## config.mk

```make
export PLATFORM = sky130hd
export DESIGN_NAME = dss_ctrl
export DESIGN_NICKNAME = d
export VERILOG_FILES = /design/src/design/dss_pkg.sv /design/src/design/dss_ctrl.sv
export SDC_FILE = /design/constraint.sdc
export NUM_CORES = 1
export LEC_CHECK = 0
export BUFFER_PORTS_ARGS = -buffer_cell sky130_fd_sc_hd__buf_2
export CORE_AREA = 2 2 39 41
export CTS_CLUSTER_SIZE = 14
export DETAILED_ROUTE_END_ITERATION = 10
export DIE_AREA = 0 0 41 43
export PLACE_DENSITY = 0.31
export SETUP_SLACK_MARGIN = 0.3
export SLEW_MARGIN = 5
export SYNTH_ARGS = -nofsm -noshare
export SYNTH_HDL_FRONTEND = slang
export SYNTH_SLANG_ARGS = --single-unit
```

## constraint.sdc

```tcl
create_clock -name clock -period 1 [get_ports clock]
set_clock_uncertainty 0.2 [all_clocks]
set_input_delay 0 -clock clock [delete_from_list [all_inputs] [get_ports clock]]
set_output_delay 0 -clock clock [all_outputs]
set_load 0.005 [all_outputs]
```

## src/design/dss_pkg.sv

```systemverilog
// Shared types and constants for the dual stack shared store.
// No dependencies; every other file of the block uses this package.
`timescale 1ns / 1ps
`default_nettype none

package dss_pkg;

   // Field widths
   localparam int unsigned DATA_W   = 32;
   localparam int unsigned OPCODE_W = 2;
   localparam int unsigned STATUS_W = 2;
   localparam int unsigned SIZE_W   = 9;

   // Default store depth in words
   localparam int unsigned DEPTH_DEFAULT = 256;

   // Operation codes
   localparam logic [OPCODE_W-1:0] OP_PUSH = 2'd0;
   localparam logic [OPCODE_W-1:0] OP_POP  = 2'd1;
   localparam logic [OPCODE_W-1:0] OP_PEEK = 2'd2;

   // Result status codes
   localparam logic [STATUS_W-1:0] ST_OK    = 2'd0;
   localparam logic [STATUS_W-1:0] ST_FULL  = 2'd1;
   localparam logic [STATUS_W-1:0] ST_EMPTY = 2'd2;

   // Stack selects
   localparam logic SEL_A = 1'b0;
   localparam logic SEL_B = 1'b1;

   // Value returned when no element is read
   localparam logic signed [DATA_W-1:0] NEG_ONE = '1;

   // Commands from the controller to the datapath
   typedef struct packed {
      logic load_item;  // capture the request beat
      logic exec;       // decide, access the store, update the counters
      logic load_out;   // move the result into the response register
   } cmd_type;

endpackage

`default_nettype wire

```

## src/design/dss_ctrl.sv

```systemverilog
// Sequencing controller: accepts a request beat, steps it through the datapath
// and owns the response valid flag. Depends on dss_pkg.
`timescale 1ns / 1ps
`default_nettype none

module dss_ctrl (
   input  wire logic             clock,
   input  wire logic             reset,
   input  wire logic             req_valid,
   output logic                  req_ready,
   output logic                  rsp_valid,
   input  wire logic             rsp_ready,
   output dss_pkg::cmd_type      cmd
);

   localparam logic [1:0] S_IDLE = 2'd0;
   localparam logic [1:0] S_EXEC = 2'd1;
   localparam logic [1:0] S_DONE = 2'd2;

   logic [1:0] state_ff, state_in;
   logic       rsp_valid_ff, rsp_valid_in;
   logic       out_free;

   // Response register can take a result when empty or draining this cycle
   assign out_free  = !rsp_valid_ff || rsp_ready;
   assign req_ready = (state_ff == S_IDLE);
   assign rsp_valid = rsp_valid_ff;

   // Next state and commands
   always_comb begin
      state_in      = state_ff;
      cmd.load_item = 1'b0;
      cmd.exec      = 1'b0;
      cmd.load_out  = 1'b0;
      unique case (state_ff)
         S_IDLE: begin
            if (req_valid) begin
               cmd.load_item = 1'b1;
               state_in      = S_EXEC;
            end
         end
         S_EXEC: begin
            cmd.exec = 1'b1;
            state_in = S_DONE;
         end
         S_DONE: begin
            // hold until the response register is free
            if (out_free) begin
               cmd.load_out = 1'b1;
               state_in     = S_IDLE;
            end
         end
         default: begin
            state_in = S_IDLE;
         end
      endcase
   end

   // Response valid: set on load, drop on a taken beat
   always_comb begin
      rsp_valid_in = rsp_valid_ff;
      if (cmd.load_out) begin
         rsp_valid_in = 1'b1;
      end else if (rsp_ready) begin
         rsp_valid_in = 1'b0;
      end
   end

   always_ff @(posedge clock) begin
      if (reset) begin
         state_ff     <= S_IDLE;
         rsp_valid_ff <= 1'b0;
      end else begin
         state_ff     <= state_in;
         rsp_valid_ff <= rsp_valid_in;
      end
   end

endmodule

`default_nettype wire

```

Yosys cells after proc, flatten, opt, wreduce, memory -nomap -nowiden
Index checks and enable logic that the tools add are counted.
{ "totals": {"out_inout_bits": 5, "elab_cells": 21, "input_bits": 4, "reg_bits": 3} }
{ "classes": {"reduce_logical": 5, "muxes": 10, "n_eq_ne": 4} }
{ "op_table": {"columns": ["operator", "n"], "rows": [
  ["$mux W1", 7],
  ["$pmux W2 S3", 1],
  ["$mux W2", 2],
  ["$ne A2 B2 Y1 const B", 2],
  ["$eq A2 B1 Y1 const B", 1],
  ["$eq A2 B2 Y1 const B", 1],
  ["$logic_not A2 Y1", 1],
  ["$reduce_and A2 Y1", 1],
  ["$reduce_bool A2 Y1", 1],
  ["$logic_not A1 Y1", 1],
  ["$logic_or A1 B1 Y1", 1]
]} }

Depth between registers and ports, before layout
Gate-level depths: netlist (run 1).
{ "depth": {"depth_word": 5, "ltp_mapped": 3, "ltp_nobuf": 2} }

Least setup slack after synthesis (run 1)
OpenSTA, ideal clock, no wires.
{ "synth_timing": {"path_type": "reg-to-reg", "start": "register state_ff[1]", "end": "register state_ff[1]", "setup_slack_ns": -0.039, "t_required_ns": 0.685, "synth_period_minus_slack_ns": 1.039, "stages_incl_launch_ff": 3, "path_buffers": 0, "t_arrival_ns": 0.724, "setup_time_ns": 0.115, "path_cell_list": "dfxtp_1 -> and2b_4 -> o21ba_1"} }
{ "synth_between": {"elab_chain_len": 3, "word_cells_on_any_way": 7, "cone_classes": "4 x eq/ne; 1 x mux; 2 x reduce/logical"} }
{ "synth_rtl": {"columns": ["item", "line_no", "text"], "rows": [
  ["start, declared", "dss_ctrl.sv:20", "logic [1:0] state_ff, state_in;"],
  ["start signal, assigned", "dss_ctrl.sv:74", "state_ff <= state_in;"],
  ["$eq A2 B2 Y1 or $logic_not A2 Y1 (tied branches)", "dss_ctrl.sv:35", "unique case (state_ff)"],
  ["$ne A2 B2 Y1 (no source line)", null, null],
  ["$reduce_and A2 Y1 (no source line)", null, null]
]} }
Several ways; a longest one is shown, not always the timed one.
A chain may end at the register's enable or synchronous reset.

==> results of run 1 <==
flip-flops by register name (all words and copies together), names as in the netlist:
signal and cells:
rsp_valid 1, state_ff 2
cell usage after synthesis:
master	n	area (sq um)
nor2_1	1	3.75
a21oi_1	1	5.00
dfxtp_1	3	60.1
buf_4	1	7.51
and2b_4	1	10.0
o21ba_1	1	10.0
nor2b_1	2	12.5
nand2b_1	2	12.5
nor3b_2	1	12.5
and4bb_1	1	12.5
metal layers:
layer	wire, microns	vias up	track usage
met4	0	0	0.0600
met1	170	64	0.0643
met3	39	0	0.0471
li1	-	74	-
met5	0	-	0
met2	157	8	0.0688
cells in the final DEF (no fill, tap or decap):
master    netlist  routed
clkbuf_1        0       1
buf_6           0       3
nor2_1          1       1
nor2b_1         2       2
and4bb_1        1       1
clkbuf_4        0       3
and2b_4         1       1
o21ba_1         1       1
dfxtp_4         0       1
nor3b_4         0       1
nand2b_1        2       1
a21oi_1         1       1
buf_2           0       7
dfxtp_2         0       2
nand2b_4        0       1
kinds of logic (layout without fill, tap and decap cells):
logic type	Yosys count	after routing	share of synthesized area
flops	3	3	0.410
simple gates	8	8	0.436
buf+inv	1	14	0.0513
compound gates	2	2	0.103
cell type report:
cell class | count | area [sq um] | area share
repair buffers | 10 | 68.8 | 0.251
clock buffers | 4 | 26.3 | 0.0959
well taps | 16 | 20.0 | 0.0731
flip-flops and latches | 3 | 66.3 | 0.242
multi-input cells | 10 | 92.6 | 0.338
worst max-delay path: cells and delay by family, from the launching register on:
kind	cells	cell delay (ns)
and+or+nand+nor	2	0.16
buffers and inverters	2	0.23
DFF	1	0.36
power by group through the flow:
| stage | Combinational, mW | Clock [mW] | Sequential [mW] |
|---|---|---|---|
| after CTS | 0.0529 | 0.225 | 0.133 |
| after floorplan | 0.0228 | 0 | 0.134 |
| after global routing | 0.0643 | 0.233 | 0.134 |
| final | 0.0574 | 0.211 | 0.133 |
| after detailed placement | 0.0431 | 0 | 0.135 |
| after global placement | 0.0432 | 0 | 0.135 |
per-stage QoR:
| step | std cells | power [mW] | utilization |
|---|---|---|---|
| 2_1_floorplan | 14 | 0.156 | - |
| 3_3_place_gp | 38 | 0.178 | 0.151 |
| 3_5_place_dp | 38 | 0.178 | 0.151 |
| 4_1_cts | 43 | 0.411 | 0.186 |
| 5_1_grt | 43 | 0.432 | 0.198 |
| 6_report | 43 | 0.402 | 0.198 |
path summary, 6_finish.rpt:
kind | start | end | slack (ns) | cells after the start
max | state_ff[1] | cmd[0] | -0.18 | 4
min reg2reg | rsp_valid | rsp_valid | 0.29 | 2
max reg2reg | state_ff[0] | state_ff[1] | -0.03 | 2
min | reset | state_ff[0] | -0.25 | 2
what timing repair did:
| action | in CTS | in global routing |
|---|---|---|
| hold endpoints to repair | 3 | 3 |
| setup endpoints to repair | 8 | 8 |
| gates resized for setup | 3 | 4 |
| setup buffers | 1 | 0 |
==> qor.yml, run 1 <==
timing:
  fmax_ghz: 0.849
  rsz0062_at_grt: "yes"
  period_needed_ns: 1.18
  slew_headroom: 0.910
  fin_ws_ns: -0.177
  tightest_slew_ns: 0.135
  slew_viol_final: 0
  holdWs_ns: -0.250
  timing.final.crit_share: 1.18
  finalHoldViolCount: 3
  setup_violations: 6
  setup_tns_ns: -0.546
power_and_ir_drop:
  seq_power_share: 0.332
  p_leak_nw: 0.130
  clkPwrFrac: 0.525
  powerDensity_nw_per_um2: 1470
  combPwrFrac: 0.143
  switching_share: 0.217
  ir_worst_vdd_v: 0.000540
  switching_power_uw: 87.1
  internal_power_uw: 315
setup_path:
  path_class: "reg2out"
  start_kind: "register"
  worstPathArrival_ns: 0.98
  cp_data_required_time_ns: 0.80
  end_kind: "output pin"
  path_cells: "buf_6, nand2b_4, nor2b_1, buf_2"
  slowest_stage: "dfxtp_2"
  worstPathMaxFanout: 4
  critPathMaxStageDelay_ns: 0.36
routing:
  wirelength_microns: 367
  postRouteAntennaNets: 0
  drc: 0
  routedWlPerCell_microns: 8.53
  initialDrtViolationCount: 2
  routed_via_density: 3.40
  dr.pass1.iters: 2
  vias: 146
yosys:
  syn_inst: 14
  yosysUniqueCellTypes: 10
  synth_seq_area_share: 0.410
  syn_area_sq_um: 146
  syn_nets: 18
  syn_avg_cell_area_sq_um: 10.5
  synth_seq_cells: 3
  ys_warn_count: 0
final_layout:
  nets: 32
  diodes: 0
  stdcell_area_sq_um: 274
  fillCellCount: 159
  drive_gt1_frac: 0.704
  area_delta_synth_final_pct: 87.2
clocking:
  cts_inserted_buffers: 3
  clk_pin_slew_ns: 0.04
  cts_sinks: 3
  clk-insertion-delay-late_ns: 0.23
  htreeDepth: 1
  cts_tree: "built"
  root_buffer: "clkbuf_4"
  clk_path_buf_depth: 2
run:
  cap_viol_max_count: 0
grt:
  grt_pass1_wl_microns: 621
  grt-ovfl-total: 0
  antenna_found_initial: 0
  grt_max_degree: 6
  grtUsageTotal: 0.0602
  grt_pass1_vias: 154
placed_design:
  post-place-ws_ns: -0.0223
  io_buffers: 8
  place_area_sq_um: 209
  gp_congestion: 0.671
  hpwl_microns: 276
run_status:
  status: "finished, violations left"
  failed_checks: "negative hold slack, negative setup slack"
min_path:
  hold_path.class: "in2reg"
floorplan:
  die_w_microns: 41
  core_sq_um: 1380
  die_h_microns: 43
  start_util: 0.106
  num_rows: 14
  dieArea_sq_um: 1760
  io_pins: 9
No activity file was read; power rests on OpenSTA's default activity.
==> run 2: changes to the inputs <==
Settings changed: ABC_AREA set to 1, PLACE_DENSITY 0.31 to 0.32.
==> run 2 against run 1 <==
Against the previous run:
- the run still ends with negative hold slack, negative setup slack left
- critical path depth is 2 lower
- utilization is 1.4 points higher
- largest power group unchanged
- sequential power hardly changed
==> qor.yml, run 2 <==
timing:
  slew_viol_final: 0  # unchanged
  setup_tns_ns: -0.403  # was -0.546 ns
  holdWs_ns: -0.244  # was -0.250 ns
  fmax_ghz: 0.922  # was 0.849 GHz
  setup_violations: 7  # was 6
  finalHoldViolCount: 3  # unchanged
  fin_ws_ns: -0.0847  # was -0.177 ns
  rsz0062_at_grt: "yes"  # unchanged
  tightest_slew_ns: 0.115  # was 0.135 ns
  period_needed_ns: 1.08  # was 1.18 ns
  timing.final.crit_share: 1.08  # was 1.18
  slew_headroom: 0.923  # was 0.910
yosys:
  synth-edff-count: 0  # unchanged
  syn_inst: 20  # was 14
  synth_seq_area_share: 0.384  # was 0.410
  synth_top_area_frac: 0.384  # was 0.410
  async_flop_share: 0  # unchanged
  yosysUniqueCellTypes: 12  # was 10
  synthFlopType: "dfxtp_1"  # unchanged
  synth_common_cells: "inv_1 (5), dfxtp_1 (3), nand2_1 (3)"  # was dfxtp_1 (3), nand2b_1 (2), nor2b_1 (2)
  syn_area_sq_um: 156  # was 146 sq um
  synth_seq_cells: 3  # unchanged
  yosys-top-cells-area: "dfxtp_1 (38%), inv_1 (12%), nand2_1 (7.2%), nor2_4 (7.2%), nor3_2 (6.4%)"  # was dfxtp_1 (41%), and4bb_1 (8.5%), nand2b_1 (8.5%), nor2b_1 (8.5%), nor3b_2 (8.5%)
  ys_warn_count: 0  # unchanged
  synth_top_area_cell: "dfxtp_1"  # unchanged
  syn_nets: 24  # was 18
  synth.most_common_cell: "inv_1"  # was dfxtp_1
  syn_avg_cell_area_sq_um: 7.82  # was 10.5 sq um
routing:
  drc: 0  # unchanged
  postRouteAntennaNets: 0  # unchanged
  wl_met1_microns: 136  # was 170 microns
  vias: 165  # was 146
  top_layer_used: "met3"  # unchanged
  met2_length_microns: 174  # was 157 microns
  wirelength_microns: 373  # was 367 microns
  wl_met3_microns: 62  # was 39 microns
  routed_via_density: 3.30  # was 3.40
  dr.pass1.iters: 2  # unchanged
  routedWlPerCell_microns: 7.46  # was 8.53 microns
  initialDrtViolationCount: 1  # was 2
final_layout:
  area_delta_synth_final_pct: 88.0  # was 87.2%
  stdcell_area_sq_um: 294  # was 274 sq um
  drive_gt1_frac: 0.853  # was 0.704
  utilization: 0.212  # was 0.198
  regMostFlops: "state_ff"  # unchanged
  regArea_sq_um: 66.3  # unchanged
  diodes: 0  # unchanged
  multi_input_area_sq_um: 83.8  # was 92.6 sq um
  final_cell_mix: "buf_2 (8), inv_1 (3), clkbuf_4 (3)"  # was buf_2 (7), clkbuf_4 (3), buf_6 (3), nor2b_1 (2), dfxtp_2 (2)
  nets: 39  # was 32
  fillCellCount: 171  # was 159
  largest_register_ffs: 2  # unchanged
  stdcell_count: 50  # was 43
  layout_commonest_cell: "buf_2"  # unchanged
floorplan:
  start_util: 0.113  # was 0.106
  num_rows: 14  # unchanged
  core_sq_um: 1380  # unchanged
  die_w_microns: 41  # unchanged
  die_h_microns: 43  # unchanged
  io_pins: 9  # unchanged
  dieArea_sq_um: 1760  # unchanged
setup_path:
  path_class: "reg2out"  # unchanged
  start_kind: "register"  # unchanged
  cp_data_required_time_ns: 0.80  # about the same
  r2r_start: "state_ff[0]"  # unchanged
  worstPathArrival_ns: 0.88  # was 0.98 ns
  worstRegToRegCells: 5  # was 2
  ff2ff_setup_slack_ns: -0.07  # was -0.03 ns
  slowest_stage: "dfxtp_4"  # was dfxtp_2
  worstPathMaxFanout: 4  # unchanged
  end_kind: "output pin"  # unchanged
  r2r-end: "state_ff[0]"  # was state_ff[1]
  path_cells: "nor3_2, buf_2"  # was buf_6, nand2b_4, nor2b_1, buf_2
  critPathMaxStageDelay_ns: 0.36  # about the same
power_and_ir_drop:
  ir_worst_vdd_v: 0.000719  # was 0.000540 V
  total_power_uw: 426  # was 402 uW
  p_leak_nw: 0.141  # was 0.130 nW
  powerDensity_nw_per_um2: 1450  # was 1470 nW/um^2
grt:
  grt_pass1_vias: 174  # was 154
  grt_pass1_wl_microns: 627  # was 621 microns
  grt-ovfl-total: 0  # unchanged
  grtUsageTotal: 0.0601  # was 0.0602
  grt_max_degree: 5  # was 6
  antenna_found_initial: 0  # unchanged
run_status:
  failed_checks: "negative hold slack, negative setup slack"  # unchanged
  status: "finished, violations left"  # unchanged
clocking:
  clk-insertion-delay-late_ns: 0.24  # was 0.23 ns
  cts_sinks: 3  # unchanged
  cts_tree: "built"  # unchanged
  root_buffer: "clkbuf_4"  # unchanged
  cts_inserted_buffers: 3  # unchanged
  clk_pin_slew_ns: 0.04  # about the same
  htreeDepth: 1  # unchanged
  clk_path_buf_depth: 2  # unchanged
min_path:
  min_from: "reset"  # unchanged
  hold_path.class: "in2reg"  # unchanged
  min_to: "state_ff[0]"  # unchanged
  whs_path_depth: 2  # unchanged
run:
  cap_viol_max_count: 0  # unchanged
placed_design:
  hpwl_microns: 251  # was 276 microns
  gp_congestion: 0.678  # was 0.671
  post-place-cells: 43  # was 38
  io_buffers: 8  # unchanged
  place_area_sq_um: 215  # was 209 sq um
==> run 2: per-stage QoR <==
stage               setup WS (ns)  hold WS [ns]
finish                    -0.0847        -0.244
global route               -0.136        -0.244
CTS                       -0.0906        -0.248
detailed placement         0.0756        0.0128
global placement           0.0746       0.00234
floorplan                   0.101        -0.138
==> run 2: cell type report <==
cell class	instances	share of cell area
Clock buffer	4	0.0894
Tap cell	16	0.0681
Multi-Input combinational cell	10	0.285
Inverter	6	0.0936
Timing Repair Buffer	11	0.238
Sequential cell	3	0.226
==> run 2: per-layer routing <==
metal | track usage | vias to the layer above
li1 | - | 84
met1 | 0.0479 | 70
met2 | 0.0750 | 11
met3 | 0.0785 | 0
met4 | 0.0400 | 0
met5 | 0 | -
==> run 2: timing repair <==
action | CTS | global route
pin swaps | 2 | 1
gates resized for setup | 6 | 5
endpoints found under the hold margin | 3 | 3
buffers inserted | 2 | 1
endpoints found under the setup margin | 8 | 8
==> run 2: kinds of logic after synthesis <==
logic type	synth area share
flip-flops	0.384
AO/OA/AOI/OAI	0.120
AND/OR/NAND/NOR	0.304
buffers and inverters	0.192
==> run 2: worst max path at each step <==
stage | startpoint | end | depth (start not counted)
after floorplan | rsp_valid | rsp_valid | 3
after global placement | state_ff[0] | rsp_valid | 2
after detailed placement | state_ff[0] | rsp_valid | 2
after CTS | state_ff[1] | cmd[0] | 3
after global routing | state_ff[0] | cmd[2] | 4
final | state_ff[0] | cmd[0] | 2
==> run 2: worst max-delay path: cells and delay by family, from the launching register on <==
family	cells	cell delay (ns)
buffers and inverters	1	0.13
flip-flops	1	0.36
AND/OR/NAND/NOR	1	0.16
==> run 2: where the power goes <==
group / internal, mW / switching, mW / leakage [nW]
registers: 0.126 / 0.00674 / 0.0261
logic: 0.0419 / 0.0324 / 0.0997
clock network: 0.150 / 0.0689 / 0.0150
==> run 3: changes to the inputs <==
Settings changed: CORE_AREA 2 2 39 41 to 10 10 47 49, DIE_AREA 0 0 41 43 to 0 0 57 59.
==> run 3 against run 2 <==
Against the previous run:
- the run still ends with negative hold slack, negative setup slack left
- critical path depth is 2 higher
- worst setup slack improved by 0.013 ns
- flip-flop and latch count did not move
- non-clock buffer count fell by 1
- combinational power shrank 16%
- power shrank 3.4%
- critical path type unchanged
- critical endpoint is now cmd[2]
==> qor.yml, run 3 (same netlist as run 2, synthesis figures left out) <==
final_layout:
  drive_gt1_frac: 0.818  # was 0.853
  layout_commonest_cell: "buf_2"  # unchanged
  area_delta_synth_final_pct: 76.8  # was 88.0%
  nets: 38  # was 39
  largest_register_ffs: 2  # unchanged
  regMostFlops: "state_ff"  # unchanged
  diodes: 0  # unchanged
  final_cell_mix: "buf_2 (8), inv_1 (3), clkbuf_4 (3), dfxtp_2 (3)"  # was buf_2 (8), inv_1 (3), clkbuf_4 (3)
min_path:
  hold_path.class: "in2reg"  # unchanged
  min_from: "reset"  # unchanged
placed_design:
  gp_congestion: 0.619  # was 0.678
  hpwl_microns: 326  # was 251 microns
  post-place-ws_ns: 0.0744  # was 0.0756 ns
  io_buffers: 8  # unchanged
routing:
  vias: 164  # was 165
  routedWlPerCell_microns: 8.84  # was 7.46 microns
  initialDrtViolationCount: 1  # unchanged
  postRouteAntennaNets: 0  # unchanged
  routed_via_density: 3.35  # was 3.30
  dr.pass1.iters: 2  # unchanged
  drc: 0  # unchanged
  wirelength_microns: 433  # was 373 microns
power_and_ir_drop:
  p_leak_nw: 0.131  # was 0.141 nW
  ir_worst_vdd_v: 0.000590  # was 0.000719 V
  internal_power_uw: 308  # was 318 uW
  switching_power_uw: 103  # was 108 uW
  switching_share: 0.251  # was 0.254
  powerDensity_nw_per_um2: 1490  # was 1450 nW/um^2
  clkPwrFrac: 0.526  # was 0.514
  combPwrFrac: 0.153  # was 0.175
  seq_power_share: 0.322  # was 0.311
setup_path:
  end_kind: "output pin"  # unchanged
  worstPathArrival_ns: 0.87  # was 0.88 ns
  path_class: "reg2out"  # unchanged
  crit_start: "state_ff[0]"  # unchanged
  cp_data_required_time_ns: 0.80  # about the same
  worstPathMaxFanout: 4  # unchanged
  r2r_start: "state_ff[1]"  # was state_ff[0]
  start_kind: "register"  # unchanged
clocking:
  root_buffer: "clkbuf_4"  # unchanged
  clk_path_buf_depth: 2  # unchanged
  clk-insertion-delay-late_ns: 0.24  # about the same
  htreeDepth: 1  # unchanged
  cts_sinks: 3  # unchanged
  cts_tree: "built"  # unchanged
  cts_inserted_buffers: 3  # unchanged
  clk_pin_slew_ns: 0.04  # about the same
run_status:
  failed_checks: "negative hold slack, negative setup slack"  # unchanged
  status: "finished, violations left"  # unchanged
timing:
  finalHoldViolCount: 3  # unchanged
  rsz0062_at_grt: "yes"  # unchanged
  setup_tns_ns: -0.304  # was -0.403 ns
  tightest_slew_ns: 0.109  # was 0.115 ns
  timing.final.crit_share: 1.07  # was 1.08
  fmax_ghz: 0.933  # was 0.922 GHz
  fin_ws_ns: -0.0714  # was -0.0847 ns
  slew_headroom: 0.927  # was 0.923
  setup_violations: 6  # was 7
  period_needed_ns: 1.07  # was 1.08 ns
  slew_viol_final: 0  # unchanged
  holdWs_ns: -0.248  # was -0.244 ns
floorplan:
  core_sq_um: 1400  # was 1380 sq um
  die_w_microns: 57  # was 41 microns
  io_pins: 9  # unchanged
  num_rows: 14  # unchanged
  die_h_microns: 59  # was 43 microns
  dieArea_sq_um: 3360  # was 1760 sq um
  start_util: 0.112  # was 0.113
grt:
  grt-ovfl-total: 0  # unchanged
  grtUsageTotal: 0.0328  # was 0.0601
  grt_pass1_vias: 154  # was 174
  grt_max_degree: 5  # unchanged
  antenna_found_initial: 0  # unchanged
  grt_pass1_wl_microns: 662  # was 627 microns
run:
  cap_viol_max_count: 0  # unchanged
[run 3: final cells by class]
type | count | area [sq um]
Tap cell | 16 | 20.0
Timing Repair Buffer | 10 | 55.1
Clock buffer | 4 | 26.3
Sequential cell | 3 | 63.8
Inverter | 6 | 25.0
Multi-Input combinational cell | 10 | 86.3
Fill cell | 166 | 1120
[run 3: stage by stage]
| step | util | hold slack (ns) | power (mW) | std cells | cell area, sq um |
|---|---|---|---|---|---|
| 2_1_floorplan | - | -0.138 | 0.161 | 20 | 163 |
| 3_3_place_gp | 0.154 | 0.00203 | 0.183 | 43 | 215 |
| 3_5_place_dp | 0.154 | 0.00529 | 0.183 | 43 | 215 |
| 4_1_cts | 0.197 | -0.256 | 0.427 | 49 | 277 |
| 5_1_grt | 0.197 | -0.261 | 0.456 | 49 | 277 |
| 6_report | 0.197 | -0.248 | 0.411 | 49 | 277 |
[run 3: final timing paths]
path / end / slack, ns / depth (start not counted)
setup / recovery: cmd[2] / -0.07 / 4
hold reg to reg: state_ff[0] / 0.31 / 3
setup reg to reg: rsp_valid / -0.02 / 4
hold / removal: state_ff[1] / -0.25 / 2
[run 3: power groups by stage]
stage                     clock network (mW)  logic, mW  registers [mW]
after floorplan                            0     0.0292           0.132
after global placement                     0     0.0506           0.132
after detailed placement                   0     0.0511           0.132
after CTS                              0.230     0.0643           0.132
after global routing                   0.254     0.0696           0.133
final                                  0.216     0.0627           0.132
[run 3: worst max-delay path: stages, from the launching register on]
cell and delay [ns]:
dfxtp_2 0.33, inv_2 0.06, nand2_4 0.06, nor2_2 0.07
buf_2 0.11
[run 3: what timing repair did]
item	4_1_cts	5_1_grt
buffers inserted	2	0
pin swaps	2	0
endpoints found under the setup margin	8	8
hold endpoints to repair	3	3
resized for setup	7	0
[run 3: routing by layer]
layer	vias to the layer above	GRT usage	routed length, microns
met5	-	0	0
met4	0	0.0403	14
met3	2	0.0579	96
met2	11	0.0233	124
met1	68	0.0260	198
li1	83	-	-
